[config.mk]
export PLATFORM = sky130hd
export DESIGN_NAME = dst_ram
export DESIGN_NICKNAME = d
export VERILOG_FILES = /design/src/rtl/core/dst_ram.sv
export SDC_FILE = /design/constraint.sdc
export NUM_CORES = 1
export LEC_CHECK = 0
export BUFFER_PORTS_ARGS = -buffer_cell sky130_fd_sc_hd__buf_2
export CAP_MARGIN = 20
export CORE_UTILIZATION = 44
export DETAILED_ROUTE_END_ITERATION = 8
export PLACE_DENSITY = 0.75
export SLEW_MARGIN = 40
export SYNTH_ARGS = -nofsm -noshare
export SYNTH_HDL_FRONTEND = slang
export SYNTH_SLANG_ARGS = --single-unit
[constraint.sdc]
create_clock -name clk -period 0.8 [get_ports clk]
set_input_delay 0.04 -clock clk [delete_from_list [all_inputs] [get_ports clk]]
set_output_delay 0.04 -clock clk [all_outputs]
set_load 0.02 [all_outputs]
[src/rtl/core/dst_ram.sv]
module dst_ram #(
  parameter int WIDTH = 8,
  parameter int DEPTH = 2
) (
  input  logic                     clk,
  input  logic                     we,
  input  logic [$clog2(DEPTH)-1:0] addr,
  input  logic [WIDTH-1:0]         wdata,
  output logic [WIDTH-1:0]         rdata
);

  logic [WIDTH-1:0] mem [DEPTH];

  always_ff @(posedge clk) begin
    if (we) begin
      mem[addr] <= wdata;
    end
    rdata <= mem[addr];
  end

endmodule

# After elaboration in Yosys (flattened, before gate mapping)
# Memory sizes are Yosys's and may differ from the RTL's. A register that Yosys moved wholly into a read port is not among the register bits.
# Cells that the tools add are included.
[totals]
reg_bits = 0
mem_bits_rw = 16
inputBits = 11
output_inout_bits = 8
word_cells = 3
mem_count = 1
[memory_table]
columns = ["memory", "depth", "width", "rd", "rd_clocked_by_memory_dff", "wr", "line_no", "source"]
rows = [
  ["mem", 2, 8, 1, 1, 1, "12", "logic [WIDTH-1:0] mem [DEPTH];"],
]
[classes]
n_mux = 2
[ops]
columns = ["cell", "n"]
rows = [
  ["$mux 1", 2],
]

# Logic depth before layout (Yosys ltp)
[depth]
ltp_word = 2
ltp_mapped = 2
ltp_nobuf = 1

# Worst setup path after synthesis
# Ideal clock, no wire load.
[synth_path]
path_kind = "in2reg"
start = "input port addr"
end = "memory mem[0][0] (enable)"
setup_ns = 0.309
t_arrival_ns = 0.456
required_time_ns = 0.491
setup_slack_ns = 0.035
stages = 2
path_buffers = 1
cell_sequence = "buf_6 > and2b_2"
[synth_rtl]
columns = ["element", "line_no", "source"]
rows = [
  ["from (decl)", "7", "input logic [$clog2(DEPTH)-1:0] addr,"],
  ["to (decl)", "12", ""],
]
# No word-level cell before the write port.

# Worst setup path in the final report
[layout_path]
start = "register rdata[4] (read register of mem)"
end = "output port rdata[4]"
[layout_rtl]
columns = ["element", "line_no", "source"]
rows = [
  ["from (decl)", "9", "output logic [WIDTH-1:0] rdata"],
]
# No word-level cell between the ends.

==> results.json <==
{
  "crit_arrival_ps": 750,
  "synth_edf_count": 16,
  "grt_max_degree": 14,
  "worst_pin_slew_ps": 218.3,
  "grt_setup_unrepaired": "yes",
  "crit_type": "flip-flop to output pin",
  "critPathCaptureType": "output pin",
  "post-synth-top-count-cell": "edfxtp_1",
  "cts.sinks": 24,
  "holdWs_ps": 154.7,
  "powerDensity_nw_per_um2": 2072,
  "dp.cells": 78,
  "core.rowCount": 14,
  "synthFlopType": "edfxtp_1",
  "die_h_um": 44.33,
  "post-route-util": 0.6766,
  "syn-num-nets": 46,
  "cp-start-kind": "flip-flop",
  "num_vias": 376,
  "ios": 19,
  "post-cts-setup-buffers": 0,
  "nets": 78,
  "cpMaxStageDelayCell": "dfxtp_2",
  "relSlewSlack": 0.8544,
  "crit_family": "flip-flops",
  "drcViolationCount": 0,
  "synth_top_area_share": 0.6095,
  "worstSkewPairLatency_ps": 290,
  "root_buffer": "clkbuf_4",
  "yosys-top-cells-area": "edfxtp_1 (61%), dfxtp_1 (20%), mux2_4 (15%), buf_6 (1.4%), and2b_2 (1.1%)",
  "netlist_instances": 35,
  "synth_area_um2": 788.3,
  "cp_max_fo": 1,
  "critical-path-max-stage-delay_ps": 330,
  "start_util": 0.4945,
  "async_flop_share": 0,
  "setup_viol": 0,
  "yosysWarnings": 0,
  "outcome": "complete, no violations",
  "totalWireLength_um": 1002,
  "synth_common_cells": "edfxtp_1 (16), dfxtp_1 (8), mux2_4 (8)",
  "yosysSeqAreaShare": 0.8127,
  "reg2reg_slack_ps": 40,
  "port_buffers": 18,
  "cap_violations": 0,
  "dieWidth_um": 44.33,
  "routabilityCongestion": 0.6389,
  "overflow": 0,
  "synthToLayoutAreaGrowth_pct": 36.82,
  "drv_slew": 0,
  "n_fill_cell": 107,
  "antenna_found_initial": 0,
  "htreeDepth": 1,
  "hold_viol_final": 0,
  "antenna_cells": 0,
  "path_depth": 1,
  "drive_above_1_share": 0.6212,
  "ant_nets": 0,
  "vias_per_cell": 4.178,
  "finalCriticalPeriod_ps": 789.5,
  "drt_first_pass_iters": 2,
  "cts_buffers": 3,
  "path_cells": "buf_6",
  "hpwl_um": 671.2,
  "cts_tree": "yes",
  "grt_util_all_layers": 0.1115,
  "grt_pass1_vias": 361,
  "min_path_cells": 3,
  "drt-initial-drc-count": 8,
  "cts_buffer_depth": 2,
  "syn_avg_cell_area_um2": 22.52,
  "clock.fmax_ghz": 1.267,
  "irDropWorstVdd_mv": 1.594,
  "r2r_cells": 1,
  "cp_num_buf_inv": 1,
  "grt_pass1_wl_um": 1469,
  "clk_pin_slew_ps": 110,
  "wl_per_cell_um": 11.13,
  "yosys.area.top_type": "edfxtp_1",
  "die-area_um2": 1965,
  "finalSetupTns_ps": 0,
  "power_mw": 2.235,
  "power.leakage_nw": 0.4379,
  "stdcell_count": 90,
  "critPathRequiredTime_ps": 760,
  "fin_skew_ps": 0.3990,
  "min_path_type": "input port to flip-flop",
  "core_area_um2": 1594,
  "ys_ff_latch": 24,
  "ys_types": 6,
  "fin_crit_sh": 0.9869
}
## timing repair
item / 4_1_cts / 5_1_grt
hold buffers: 8 / 0
endpoints found under the setup margin: 8 / 8
gates resized for setup: 24 / 0
hold endpoints to repair: 16 / 0
## placed cells by master, fill, tap and decap left out
| master | Yosys | layout |
|---|---|---|
| and2_2 | 1 | 1 |
| and2b_2 | 1 | 1 |
| buf_2 | 0 | 10 |
| buf_4 | 0 | 2 |
| buf_6 | 1 | 8 |
| clkbuf_4 | 0 | 3 |
| clkinv_1 | 0 | 1 |
| dfxtp_2 | 0 | 8 |
| dlygate4sd3_1 | 0 | 8 |
| edfxtp_1 | 16 | 16 |
| mux2_4 | 8 | 8 |
## worst min-delay path: stages
cell    delay (ps)
buf_2          110
buf_4          140
mux2_4         140
## metrics by stage
| step | instance area (um2) | setup slack [ps] |
|---|---|---|
| 2_1_floorplan | 788.3 | 34.89 |
| 3_3_place_gp | 912.1 | 16.41 |
| 3_5_place_dp | 912.1 | -4.972 |
| 4_1_cts | 1079 | -7.222 |
| 5_1_grt | 1079 | -29.35 |
| 6_report | 1079 | 10.50 |
## layer usage
metal / vias up / GRT usage / part of all wire
met3: 0 / 0.02857 / 0.067
li1: 190 / - / -
met1: 171 / 0.1129 / 0.40
met5: - / 0 / 0
met2: 15 / 0.2000 / 0.53
met4: 0 / 0.07273 / 0
## cells by family (layout without fill, tap and decap cells)
family | after synthesis | in the layout | synth area share
buf+inv | 1 | 32 | 0.01428
flops | 24 | 24 | 0.8127
simple gates | 2 | 2 | 0.02064
mux | 8 | 8 | 0.1524
## power breakdown
part | internal, mW | switching (mW)
clock | 0.182 | 0.311
sequential | 1.43 | 0.0295
combinational | 0.174 | 0.111
## final cells by class
type                            instances  area, um2  area share
Sequential cell                        24      650.6      0.6033
Timing Repair Buffer                   28      235.2      0.2181
Multi-Input combinational cell         10      136.4      0.1265
Tap cell                               24      30.03     0.02784
Clock buffer                            3      22.52     0.02088
Clock inverter                          1      3.754    0.003480
## final timing paths
path / from / to
worst min-delay path: addr / rdata[7]
worst max register to register: mem[0][5] / rdata[5]
worst min register to register: mem[0][7] / rdata[7]
worst max-delay path: rdata[4] / rdata[4]
## sequential cells by signal (all words and copies together), names as in the netlist
| register | cells |
|---|---|
| mem | 16 |
| rdata | 8 |
Power figures use the tool's default switching activity.
